**src/rtl/core/gpbds_pkg.sv**
```systemverilog
// Types and constants of the GPIO port shadow core.
// No dependencies; imported by every other file of the block but the macro header.
package gpbds_pkg;

    localparam int NUM_PORTS      = 16;
    localparam int LINES_PER_PORT = 8;

    localparam int MASK_W    = 8;
    localparam int CMD_W     = 4;
    localparam int PIDX_W    = 4;
    localparam int LINE_W    = 3;
    localparam int PORT_AW   = (NUM_PORTS > 1) ? $clog2(NUM_PORTS) : 1;
    localparam int PEXT_W    = (PORT_AW > PIDX_W) ? PORT_AW : PIDX_W;

    localparam logic [MASK_W-1:0] LINE_FIELD_MASK =
        MASK_W'((9'd1 << LINES_PER_PORT) - 9'd1);

    typedef enum logic [CMD_W-1:0] {
        CMD_LOAD     = 4'd0,
        CMD_INPUT    = 4'd1,
        CMD_OUTPUT   = 4'd2,
        CMD_SETVAL   = 4'd3,
        CMD_BIAS_OFF = 4'd4,
        CMD_HIGHZ    = 4'd5,
        CMD_PULL_DEF = 4'd6,
        CMD_PULL_UP  = 4'd7,
        CMD_INVAL    = 4'd8
    } t_cmd;

    typedef enum logic {
        ST_OK          = 1'b0,
        ST_UNSUPPORTED = 1'b1
    } t_status;

    typedef enum logic {
        S_IDLE,
        S_CALC
    } t_state;

    typedef struct packed {
        logic [CMD_W-1:0]  cmd;
        logic [PIDX_W-1:0] port_index;
        logic [LINE_W-1:0] line;
        logic              level;
        logic [MASK_W-1:0] value_mask;
        logic [MASK_W-1:0] value_bits;
        logic              arg_nonzero;
        logic [MASK_W-1:0] readback_port;
        logic [MASK_W-1:0] readback_ddr;
    } t_req;

    typedef struct packed {
        logic              write_strobe;
        logic [MASK_W-1:0] port_reg;
        logic [MASK_W-1:0] ddr_reg;
        logic [MASK_W-1:0] direction_bits;
        logic              status;
    } t_rsp;

    // One memory word holds the whole shadow state of a port.
    typedef struct packed {
        logic [MASK_W-1:0]   dir;
        logic [MASK_W-1:0]   outv;
        logic [MASK_W-1:0]   bias_on;
        logic [MASK_W-1:0]   bias_hard;
        logic [2*MASK_W-1:0] last_pair;
        logic                last_valid;
    } t_entry;

    typedef struct packed {
        logic   we;
        t_entry wdata;
        t_rsp   rsp;
    } t_upd;

endpackage

```
**src/rtl/core/gpbds_if.sv**
```systemverilog
// Request and response channel interfaces of the GPIO port shadow core.
// Depends on gpbds_pkg for the payload types.
interface gpbds_req_if;
    import gpbds_pkg::*;

    logic valid;
    logic ready;
    t_req payload;

    modport source (output valid, output payload, input ready);
    modport sink (input valid, input payload, output ready);
endinterface

interface gpbds_rsp_if;
    import gpbds_pkg::*;

    logic valid;
    logic ready;
    t_rsp payload;

    modport source (output valid, output payload, input ready);
    modport sink (input valid, input payload, output ready);
endinterface

```
**src/rtl/core/gpbds_upd.sv**
```systemverilog
// Modify step of the shadow read-modify-write: applies one request to a port entry.
// Depends on gpbds_pkg.
module gpbds_upd (
    input  gpbds_pkg::t_req   i_req,
    input  gpbds_pkg::t_entry i_entry,
    input  logic              i_known,
    output gpbds_pkg::t_upd   o_upd
);
    import gpbds_pkg::*;

    function automatic logic [2*MASK_W-1:0] derive_pair(input t_entry e);
        logic [MASK_W-1:0] ddr;
        logic [MASK_W-1:0] prt;
        ddr = e.dir | (e.bias_on & e.bias_hard);
        prt = (e.dir & e.outv) | e.bias_on;
        return {ddr, prt};
    endfunction

    t_entry              cur;
    t_entry              nxt;
    logic [MASK_W-1:0]   lm;
    logic [MASK_W-1:0]   vmask;
    logic [PEXT_W-1:0]   pext;
    logic                in_range;
    logic                cmp;
    logic                unsup;
    logic [2*MASK_W-1:0] pair;

    always_comb begin
        // An entry never written since reset reads as all zero.
        cur      = i_known ? i_entry : '0;
        pext     = PEXT_W'(i_req.port_index);
        // One extra bit so that the port count itself fits in the compare.
        in_range = ({1'b0, pext} < (PEXT_W+1)'(NUM_PORTS));
        lm       = ({1'b0, i_req.line} < 4'(LINES_PER_PORT)) ?
                   (MASK_W'(1) << i_req.line) : '0;
        vmask    = i_req.value_mask & LINE_FIELD_MASK;
        nxt      = cur;
        cmp      = 1'b1;
        unsup    = 1'b0;

        unique case (t_cmd'(i_req.cmd))
            CMD_LOAD: begin
                nxt.dir        = i_req.readback_ddr;
                nxt.outv       = i_req.readback_port;
                nxt.bias_on    = i_req.readback_port & ~i_req.readback_ddr;
                nxt.bias_hard  = '0;
                nxt.last_pair  = {i_req.readback_ddr, i_req.readback_port};
                nxt.last_valid = 1'b1;
                cmp            = 1'b0;
            end
            CMD_INPUT: nxt.dir = cur.dir & ~lm;
            CMD_OUTPUT: begin
                nxt.dir  = cur.dir | lm;
                nxt.outv = i_req.level ? (cur.outv | lm) : (cur.outv & ~lm);
            end
            CMD_SETVAL: nxt.outv = (cur.outv & ~vmask) | (i_req.value_bits & vmask);
            CMD_BIAS_OFF: nxt.bias_on = cur.bias_on & ~lm;
            CMD_HIGHZ: begin
                nxt.bias_on = cur.bias_on & ~lm;
                nxt.dir     = cur.dir & ~lm;
            end
            CMD_PULL_DEF: begin
                if (i_req.arg_nonzero) begin
                    cmp = 1'b0;
                end else begin
                    nxt.bias_on   = cur.bias_on | lm;
                    nxt.bias_hard = cur.bias_hard & ~lm;
                end
            end
            CMD_PULL_UP: begin
                nxt.bias_on   = cur.bias_on | lm;
                nxt.bias_hard = i_req.arg_nonzero ? (cur.bias_hard & ~lm) :
                                (cur.bias_hard | lm);
            end
            CMD_INVAL: begin
                nxt.last_valid = 1'b0;
                cmp            = 1'b0;
            end
            default: begin
                cmp   = 1'b0;
                unsup = 1'b1;
            end
        endcase

        pair = derive_pair(nxt);
        o_upd.rsp.write_strobe = 1'b0;
        if (cmp && (!nxt.last_valid || (nxt.last_pair != pair))) begin
            nxt.last_pair          = pair;
            nxt.last_valid         = 1'b1;
            o_upd.rsp.write_strobe = 1'b1;
        end

        o_upd.wdata              = nxt;
        o_upd.we                 = in_range && !unsup;
        o_upd.rsp.port_reg       = pair[MASK_W-1:0];
        o_upd.rsp.ddr_reg        = pair[2*MASK_W-1:MASK_W];
        o_upd.rsp.direction_bits = nxt.dir;
        o_upd.rsp.status         = unsup ? ST_UNSUPPORTED : ST_OK;

        if (!in_range) begin
            o_upd.rsp        = '0;
            o_upd.rsp.status = ST_UNSUPPORTED;
        end
    end

endmodule

```
**src/rtl/core/gpio_port_bias_direction_shadow_core.sv**
```systemverilog
// GPIO port shadow core: per-port direction/value/bias masks in one memory.
// The port entry is read at acceptance; in S_CALC the update is written back and
// the response is registered once the output register is free.
// A new request is taken only after the write-back, so requests never overlap;
// the write-back waits while the output register holds a response.
// Reset is synchronous, active low; per-port valid flags make all entries read as zero.
module gpio_port_bias_direction_shadow_core (
    input  logic               i_clk,
    input  logic               i_rst_n,
    gpbds_req_if.sink          i_req,
    gpbds_rsp_if.source        o_rsp
);
    import gpbds_pkg::*;

    t_state             r_state;
    t_state             n_state;
    t_req               r_req;
    t_entry             r_mem [NUM_PORTS];
    logic [NUM_PORTS-1:0] r_vld;
    t_entry             r_rd_data;
    logic               r_rd_known;
    logic               r_out_valid;
    logic               n_out_valid;
    t_rsp               r_out;
    t_upd               upd;
    logic               accept;
    logic               commit;
    logic [PORT_AW-1:0] in_addr;
    logic [PORT_AW-1:0] wr_addr;
    logic [PEXT_W-1:0]  in_pext;
    logic [PEXT_W-1:0]  wr_pext;

    assign in_pext = PEXT_W'(i_req.payload.port_index);
    assign wr_pext = PEXT_W'(r_req.port_index);
    assign in_addr = in_pext[PORT_AW-1:0];
    assign wr_addr = wr_pext[PORT_AW-1:0];

    gpbds_upd u_upd (
        .i_req   (r_req),
        .i_entry (r_rd_data),
        .i_known (r_rd_known),
        .o_upd   (upd)
    );

    always_comb begin
        n_state     = r_state;
        n_out_valid = r_out_valid;
        accept      = 1'b0;
        commit      = 1'b0;
        i_req.ready = 1'b0;
        if (o_rsp.ready) begin
            n_out_valid = 1'b0;
        end
        unique case (r_state)
            S_IDLE: begin
                i_req.ready = 1'b1;
                if (i_req.valid) begin
                    accept  = 1'b1;
                    n_state = S_CALC;
                end
            end
            S_CALC: begin
                // Hold the result until the output register is free.
                if (!r_out_valid || o_rsp.ready) begin
                    commit      = 1'b1;
                    n_out_valid = 1'b1;
                    n_state     = S_IDLE;
                end
            end
            default: n_state = S_IDLE;
        endcase
    end

    always_ff @(posedge i_clk) begin
        if (!i_rst_n) begin
            r_state     <= S_IDLE;
            r_out_valid <= 1'b0;
            r_vld       <= '0;
        end else begin
            r_state     <= n_state;
            r_out_valid <= n_out_valid;
            if (commit && upd.we) begin
                r_vld[wr_addr] <= 1'b1;
            end
        end
    end

    // Shadow memory: read at acceptance, written back at commit. The two never
    // fall in the same cycle, so no forwarding is needed.
    always_ff @(posedge i_clk) begin
        if (accept) begin
            r_req      <= i_req.payload;
            r_rd_data  <= r_mem[in_addr];
            r_rd_known <= r_vld[in_addr];
        end
        if (commit && upd.we) begin
            r_mem[wr_addr] <= upd.wdata;
        end
        if (commit) begin
            r_out <= upd.rsp;
        end
    end

    assign o_rsp.valid   = r_out_valid;
    assign o_rsp.payload = r_out;

endmodule

```
**src/flat_wrapper.sv**
```systemverilog
// flat-port wrapper written by rule: the top's interface ports become plain ports
module gpio_port_bias_direction_shadow_core_flat import gpbds_pkg::*;
  (i_clk, i_rst_n, i_req_valid, i_req_payload, i_req_ready, o_rsp_valid, o_rsp_payload, o_rsp_ready);
  gpbds_req_if i_req_i ();
  gpbds_rsp_if o_rsp_i ();
  input  logic i_clk;
  input  logic i_rst_n;
  input wire logic [$bits(i_req_i.valid)-1:0] i_req_valid;
  input wire logic [$bits(i_req_i.payload)-1:0] i_req_payload;
  output wire logic [$bits(i_req_i.ready)-1:0] i_req_ready;
  output wire logic [$bits(o_rsp_i.valid)-1:0] o_rsp_valid;
  output wire logic [$bits(o_rsp_i.payload)-1:0] o_rsp_payload;
  input wire logic [$bits(o_rsp_i.ready)-1:0] o_rsp_ready;
  assign i_req_i.valid = i_req_valid;
  assign i_req_i.payload = i_req_payload;
  assign i_req_ready = i_req_i.ready;
  assign o_rsp_valid = o_rsp_i.valid;
  assign o_rsp_payload = o_rsp_i.payload;
  assign o_rsp_i.ready = o_rsp_ready;
  gpio_port_bias_direction_shadow_core u_core (.i_clk(i_clk), .i_rst_n(i_rst_n), .i_req(i_req_i), .o_rsp(o_rsp_i));
endmodule
```
**config.mk**
```make
export PLATFORM = sky130hd
export DESIGN_NAME = gpio_port_bias_direction_shadow_core_flat
export DESIGN_NICKNAME = d
export VERILOG_FILES = /design/src/rtl/core/gpbds_pkg.sv /design/src/rtl/core/gpbds_if.sv /design/src/rtl/core/gpbds_upd.sv /design/src/rtl/core/gpio_port_bias_direction_shadow_core.sv /design/src/flat_wrapper.sv
export SDC_FILE = /design/constraint.sdc
export NUM_CORES = 1
export LEC_CHECK = 0
export BUFFER_PORTS_ARGS = -buffer_cell sky130_fd_sc_hd__buf_2
export CAP_MARGIN = 5
export CORE_UTILIZATION = 30
export DETAILED_ROUTE_END_ITERATION = 8
export PLACE_DENSITY = 0.43
export SLEW_MARGIN = 20
export SYNTH_ARGS = -nofsm -noshare
export SYNTH_HDL_FRONTEND = slang
export SYNTH_SLANG_ARGS = --single-unit
```
**constraint.sdc**
```tcl
create_clock -name i_clk -period 18.6 [get_ports i_clk]
set_input_delay 3.72 -clock i_clk [delete_from_list [all_inputs] [get_ports i_clk]]
set_output_delay 3.72 -clock i_clk [all_outputs]
set_load 0.03 [all_outputs]
```
# Word level (Yosys, flattened, before mapping)
# Memory sizes are Yosys's and may differ from the RTL's. A register that Yosys moved wholly into a read port is not among the register bits.
# Index checks and enable logic that the tools add are counted.
[word_totals]
memories = 1
output_inout_bits = 28
ff_bits = 90
elab_cells = 96
ram_bits = 784
inputBits = 49
[classes]
bitwise_logic = 21
mux = 31
reduce_logical = 12
shifts = 1
magnitude_cmp = 3
eq_ne = 9
[memory_table]
columns = ["name", "depth", "width", "read_ports", "rd_clocked_by_memory_dff", "write_ports", "line_no", "rtl"]
rows = [
  ["u_core.r_mem", 16, 49, 1, 1, 1, "gpio_port_bias_direction_shadow_core.sv:18", "t_entry r_mem [NUM_PORTS];"],
]
[op_table]
columns = ["operator", "count"]
rows = [
  ["$and A8 B8 Y8", 9],
  ["$pmux W8 S3", 3],
  ["$or A8 B8 Y8", 7],
  ["$mux W49", 1],
  ["$mux W16", 2],
  ["$pmux W8 S4", 1],
  ["$not A8 Y8", 3],
  ["$mux W17", 1],
  ["$eq A4 B3 Y1 const B", 4],
  ["$mux W1", 16],
  ["$mux W8", 2],
  ["$ne A16 B16 Y1", 1],
  ["$or A16 B16 Y16", 1],
  ["$lt A4 B5 Y1 const B", 2],
  ["$reduce_or A9 Y1", 1],
  ["$eq A4 B2 Y1 const B", 2],
  ["$shl A1 B3 Y8 const A", 1],
  ["$pmux W1 S2", 3],
  ["$reduce_or A6 Y1", 1],
  ["$bmux W1 S4", 1],
  ["$demux W1 S4", 1],
  ["$eq A4 B1 Y1 const B", 1],
  ["$eq A4 B4 Y1 const B", 1],
  ["$ge A4 B1 Y1 const B", 1],
  ["6 further kinds", 11],
]

# Depth between registers and ports, before layout
# Gate-level depths: netlist of run 1.
[logic_depth]
ltp_word = 11
mapped_depth = 16
ltp_nobuf = 11

# Hierarchy
# From an unflattened synthesis of run 1, not the netlist that was laid out.
[unflattened]
cells_unflattened = 1842
area_unflattened_um2 = 36424.9
[by_module_without_submodules]
columns = ["module", "seq_area_each_um2", "cells_each", "n_inst", "area_each_um2"]
rows = [
  ["gpio_port_bias_direction_shadow_core", 27536.4, 1393, 1, 33603.5],
  ["gpbds_upd", 0.0, 449, 1, 2821.5],
]

# Least setup slack after synthesis of run 1
# OpenSTA, ideal clock, no wires.
[synth_path]
path_type = "input-to-reg"
from = "input port o_rsp_ready"
to = "memory u_core.r_mem[0][0] (netlist bit) (enable)"
path_stages = 5
arrival_ps = 8464
setup_ps = 518
path_buffers = 0
setup_slack_ps = 9618
required_ps = 18082
cell_sequence = "nand2b_1 > and2_1 > nand2_1 > or3_1 > nor3_1"
[synth_via]
elab_chain_len = 6
[synth_rtl]
columns = ["element", "line_no", "rtl"]
rows = [
  ["from (decl)", "flat_wrapper.sv:13", "input wire logic [$bits(o_rsp_i.ready)-1:0] o_rsp_ready;"],
  ["$logic_or A1 B1 Y1", "gpio_port_bias_direction_shadow_core.sv:64", "if (!r_out_valid || o_rsp.ready) begin"],
  ["$mux W1", "gpio_port_bias_direction_shadow_core.sv:64", ""],
  ["$mux W1", "gpio_port_bias_direction_shadow_core.sv:54", "unique case (r_state)"],
  ["named net u_core.commit", "gpio_port_bias_direction_shadow_core.sv:27", "logic commit;"],
  ["$logic_and A1 B1 Y1", "gpio_port_bias_direction_shadow_core.sv:96", "if (commit && upd.we) begin"],
  ["$mux W1", "gpio_port_bias_direction_shadow_core.sv:96", ""],
  ["$mux W1 (not written as such)", "gpio_port_bias_direction_shadow_core.sv:97", "r_mem[wr_addr] <= upd.wdata;"],
  ["to (decl)", "gpio_port_bias_direction_shadow_core.sv:18", ""],
]
# The timed path passes the listed nets, and every way through them passes these cells.

# Final worst setup path of run 1
[layout_path]
from = "input port o_rsp_ready"
to = "memory u_core.r_mem[6][32] (netlist bit) (enable)"
# Same word-level chain as after synthesis.

==> results of run 1 <==
## kinds of logic after synthesis
kind of cell	Yosys count
xor gates and xnor gates	1
DFF	923
AOI/OAI and AO/OA	168
muxes	279
and+or+nand+nor	236
buffers and inverters	125
## power groups by stage
stage	clock [mW]	combinational [mW]	sequential [mW]
global placement	0	0.307	2.42
global route	2.06	0.334	2.38
detailed placement	0	0.312	2.42
CTS	1.99	0.313	2.38
finish	1.93	0.313	2.38
floorplan	0	0.181	2.41
## critical path, stage by stage
cell	delay [ps]
buf_2	70
nand2b_1	100
and2_2	140
buf_4	450
and2_1	240
nand3b_1	280
nor2_4	930
buf_4	600
## state kept, by name, summed over array words and instances (netlist names)
name	flops
u_core.o_rsp.payload	26
u_core.o_rsp.valid	1
u_core.r_mem	784
u_core.r_rd_data	49
u_core.r_rd_known	1
u_core.r_req	41
u_core.r_state	1
u_core.r_vld	16
u_core.wr_addr	4
## area by class of cell
| type | instances | area, sq um |
|---|---|---|
| sequential | 923 | 27500 |
| inverter | 32 | 121 |
| tap | 1612 | 2020 |
| clock buffer | 140 | 2800 |
| multi-input combinational | 684 | 8640 |
| fill | 11100 | 77700 |
| timing repair buffer | 136 | 1060 |
| clock inverter | 44 | 378 |
## through the flow
stage                     utilization (%)  cells  power [mW]  instance area (sq um)
after global placement               32.5   3375        2.73                  39100
after CTS                            35.2   3565        4.68                  42400
after global routing                 35.4   3571        4.77                  42500
final                                35.4   3571        4.63                  42500
after floorplan                         -   1732        2.59                  36500
after detailed placement             32.6   3381        2.73                  39200
## worst max path at each step
| stage | startpoint | end | slack [ps] | depth (start not counted) |
|---|---|---|---|---|
| global route | u_core.r_req[42] | u_core.r_mem[1][11] | 12110 | 11 |
| global placement | o_rsp_ready | u_core.r_mem[11][27] | 11390 | 8 |
| CTS | o_rsp_ready | u_core.r_mem[12][41] | 12140 | 8 |
| finish | o_rsp_ready | u_core.r_mem[6][32] | 12280 | 8 |
| detailed placement | o_rsp_ready | u_core.r_mem[4][10] | 11420 | 8 |
| floorplan | o_rsp_ready | u_core.r_mem[0][0] | 9620 | 5 |
## per-layer routing
layer / GRT usage [%] / vias up
met5: 0 / -
met4: 3.99 / 0
met3: 3.90 / 134
met2: 26.9 / 638
met1: 24.8 / 9980
li1: - / 7612
## cell usage after synthesis, types with 4 or more instances
cell type / n
mux2i_1: 13
or4_1: 5
a211oi_1: 4
o21a_1: 19
mux4_2: 250
nor3_1: 15
nand2_1: 68
a221oi_1: 5
mux2_2: 14
a22oi_1: 6
inv_1: 30
or3_1: 5
a21o_1: 7
o32ai_1: 5
and3_1: 9
nand3_1: 15
and2_1: 16
buf_1: 18
o21ai_0: 25
a31oi_1: 4
o22ai_1: 4
nand3b_1: 6
dfxtp_1: 18
nor2_1: 36
clkbuf_1: 49
buf_2: 19
o211ai_1: 5
buf_6: 4
edfxtp_1: 905
nor2b_1: 6
a21oi_1: 29
nor3b_1: 4
a222oi_1: 4
nand2b_1: 17
a2111oi_0: 7
==> results.cfg, run 1 <==
[clocking]
cts_tree = yes
clk_latency_ps = 700
cts_resized = 0
cts_made_buffers = 101
cts_setup_buffers = 0
clk_pin_slew_ps = 60
root_buffer = clkbuf_16
htreeDepth = 3
clock_sinks = 923
cts_hold_buf = 0
clockBufferDepth = 3

[synthesis]
netlist_instances = 1732
synth_top_area_cell = edfxtp_1
synth_compound_area_share_pct = 3.33
ys_seq_area_share_pct = 75.4
synth_xor_area_share_pct = 0.0240
synth_simple_gate_area_share_pct = 3.55
synth_mux_area_share_pct = 16.3
synthArstFlopShare_pct = 0
ys_types = 88
syn-num-nets = 1781
ys.flop_type = edfxtp_1
synth_area_sq_um = 36500
ys_ff_latch = 923
synthAdderAreaFrac_pct = 0
synth_top_family_by_area = multiplexers
yosys-top-cells-area = edfxtp_1 74%, mux4_2 15%, dfxtp_1 0.99%, nand2_1 0.70%, clkbuf_1 0.50%
synth_top_cell_area_share_pct = 74.4
synth-warning-count = 0
synth_edf_count = 905
synth.avg_cell_area_sq_um = 21.1

[route]
wl_met3_um = 6700
ant_nets = 0
met2_wirelength_um = 48500
wl_per_cell_um = 29.6
wl_um = 106000
first_pass_iters = 6
drcViolationCount = 0
via_count = 18400
drtIter0Drc = 2075
maxUsedRoutingLayer = met4
wl_met1_um = 48300
via_per_inst = 5.14

[floorplanning]
core_sq_um = 120000
die_area_sq_um = 123000
num_io_pins = 77
die_h_um = 351
fp.dieW_um = 351
num_rows = 127
start_util_pct = 30.4

[global_routing]
grt_pass1_vias = 19300
gr-total-overflow = 0
grt_pass1_wl_um = 149000
grt_max_degree = 94
grt.total_usage_pct = 17.4
antenna_found_initial = 2

[power_and_ir_drop]
p_clk_share_pct = 41.8
power_frac_seq_pct = 51.4
irDropWorstVdd_v = 0.0000602
pwr-share-comb_pct = 6.8
p_int_mw = 3.57
power.switching_mw = 1.05
swShare_pct = 22.8
p_leak_nw = 13.5
p_per_area_nw_per_um2 = 109

[layout]
diodes = 0
final_nets = 1927
final_common_cell = edfxtp_1
layout_common_cells = 905 x edfxtp_1, 250 x mux4_2, 104 x clkbuf_16
drive_gt1_share_pct = 30.0
area_growth_pct = 16.4

[worst_hold_path]
worstHoldEndpoint = u_core.r_vld[6]
hold_class = register to register
hold_path.startpoint = u_core.r_vld[6]
holdPathStages = 1

[setup_path]
crit_required_ps = 18920
reg2reg_depth = 11
crit_path_start_kind = input pin
reg2reg_from = u_core.r_req[42]
end_kind = register
cp_max_fo = 29
crit_type = input pin to register
r2r_setup_slack_ps = 12380
crit_arrival_ps = 6630
rr_endpoint = u_core.r_mem[0][11]

[sta]
skew_ps = 27.1
period_share_pct = 34.0
fmax_mhz = 158
rsz0062_at_grt = no
hold_viol_final = 0
min_period_ps = 6320
setup_viol = 0
fin_ws_ps = 12280
maxSlewHeadroom_pct = 11.9
tightest_slew_ps = 1310
slew_viol_final = 0
final.setup.tns_ps = 0
hold_slack_ps = 462

[place]
dp_hpwl_um = 63900
io_buffers = 76
place_ws_ps = 11420
globalplace.congestion = 0.897

[flow_run]
cap_violations = 0

[outcome]
status = complete, no violations
No activity file was read; power rests on OpenSTA's default activity.
==> inputs of run 2 (changes only) <==
--- a/config.mk
+++ b/config.mk
@@ -9,7 +9,7 @@
 export CAP_MARGIN = 5
 export CORE_UTILIZATION = 30
 export DETAILED_ROUTE_END_ITERATION = 8
-export PLACE_DENSITY = 0.43
+export PLACE_DENSITY = 0.45
 export SLEW_MARGIN = 20
 export SYNTH_ARGS = -nofsm -noshare
 export SYNTH_HDL_FRONTEND = slang
==> constraint.sdc (replaced) <==
create_clock -name i_clk -period 5.5 [get_ports i_clk]
set_input_delay 1.1 -clock i_clk [delete_from_list [all_inputs] [get_ports i_clk]]
set_output_delay 1.1 -clock i_clk [all_outputs]
set_load 0.03 [all_outputs]
==> results.cfg, run 2 (synthesis gave the netlist of run 1 again) <==
[outcome]
status = complete, no violations

[route]
wl_met1_um = 49600
first_pass_iters = 5
via_count = 18700
via_per_inst = 5.17
ant_nets = 0
met2_wirelength_um = 49400
wl_met3_um = 5630
drtIter0Drc = 1873
wl_per_cell_um = 29.5
drcViolationCount = 0
maxUsedRoutingLayer = met4
wl_um = 107000

[floorplanning]
start_util_pct = 30.4
num_io_pins = 77
die_h_um = 351
die_area_sq_um = 123000
fp.dieW_um = 351
core_sq_um = 120000
num_rows = 127

[setup_path]
cp_max_fo = 25
end_kind = register
crit_arrival_ps = 5670
crit_type = register to register
crit_path_start_kind = register
crit_required_ps = 5880

[layout]
area_growth_pct = 17.1
top_register = u_core.r_mem
largest_reg_flops = 784
reg_top3 = u_core.r_mem (784), u_core.r_rd_data (49), u_core.r_req (41)
final_common_cell = edfxtp_1
layout_common_cells = 905 x edfxtp_1, 250 x mux4_2, 103 x clkbuf_16
drive_gt1_share_pct = 31.4
final_nets = 1968

[global_routing]
grt.total_usage_pct = 17.4
grt_max_degree = 79
grt_pass1_wl_um = 150000
gr-total-overflow = 0
antenna_found_initial = 7
grt_pass1_vias = 19200

[clocking]
cts_setup_buffers = 0
clockBufferDepth = 3
root_buffer = clkbuf_16
cts_hold_buf = 0
clk_pin_slew_ps = 60
cts_tree = yes
cts_made_buffers = 101
htreeDepth = 3
clock_sinks = 923
clk_latency_ps = 680

[sta]
fmax_mhz = 189
tightest_slew_ps = 1070
fin_ws_ps = 207
maxSlewHeadroom_pct = 28.3
min_period_ps = 5290
hold_viol_final = 0
skew_ps = 27.9
final.setup.tns_ps = 0
period_share_pct = 96.2
slew_viol_final = 0
setup_viol = 0
rsz0062_at_grt = yes

[power_and_ir_drop]
p_per_area_nw_per_um2 = 364
power_mw = 15.6
p_clk_share_pct = 41.4
p_int_mw = 12.0
pwr-share-comb_pct = 7.0
swShare_pct = 22.8
irDropWorstVdd_v = 0.000252
power_frac_seq_pct = 51.6
p_leak_nw = 13.7
power.switching_mw = 3.55

[place]
globalplace.congestion = 0.897
place_ws_ps = -6.19
io_buffers = 76
dp_hpwl_um = 64300

[flow_run]
cap_violations = 0

[worst_hold_path]
hold_class = register to register
[run 2: cell types whose count changed in the layout (fill, tap and decap cells not counted), sizes merged]
cell | before | now
diode | 0 | 1
bufinv | 5 | 6
buf | 135 | 176
clkinvlp | 4 | 5
clkbuf | 141 | 121
inv | 34 | 37
clkinv | 33 | 48
[run 2: routing by layer]
layer | track usage (%) | up-vias
met1 | 25.6 | 10300
met2 | 26.8 | 588
li1 | - | 7687
met4 | 3.99 | 0
met3 | 3.11 | 114
met5 | 0 | -
[run 2: worst paths after layout]
check                         from            endpoint  slack (ps)  depth (start not counted)
hold reg to reg   u_core.r_vld[15]    u_core.r_vld[15]         460                          1
setup reg to reg  u_core.r_req[44]  u_core.r_mem[9][1]         210                         13
hold / removal    u_core.r_vld[15]    u_core.r_vld[15]         460                          1
setup / recovery  u_core.r_req[44]  u_core.r_mem[9][1]         210                         13
[run 2: final cells by class]
class / instances / area [sq um]
flip-flops and latches: 923 / 27500
clock inverters: 64 / 497
multi-input cells: 684 / 8680
well taps: 1612 / 2020
fillers: 11200 / 77500
repair buffers: 177 / 1290
clock buffers: 120 / 2640
diodes: 1 / 2.50
inverters: 32 / 121
[run 2: power by group through the flow]
stage	clock [mW]	sequential (mW)	combinational, mW
floorplan	0	8.16	0.611
global placement	0	8.19	1.07
detailed placement	0	8.19	1.08
CTS	6.62	8.04	1.09
global route	6.87	8.05	1.16
finish	6.45	8.04	1.08
[run 2: metrics by stage]
stage	instances	instance area (sq um)	hold WS, ps	utilization [%]
after global placement	3428	39600	442	32.9
after global routing	3612	42800	478	35.6
after CTS	3612	42700	464	35.5
final	3613	42800	462	35.6
after floorplan	1732	36600	435	-
after detailed placement	3428	39600	451	32.9
[run 2: repair_timing]
item | 4_1_cts | 5_1_grt
setup endpoints to repair | 64 | 150
resized for setup | 4 | 4
pin swaps | 0 | 0
[run 2: critical path, stage by stage (launching register included)]
cell,delay [ps]
edfxtp_1,590
buf_4,290
nor4_2,460
buf_4,400
nand2_1,120
o21ai_0,370
o2bb2ai_1,220
a2111oi_1,520
o2111ai_1,190
or4_1,560
o31a_1,430
buf_12,190
buf_4,200
mux2_2,430
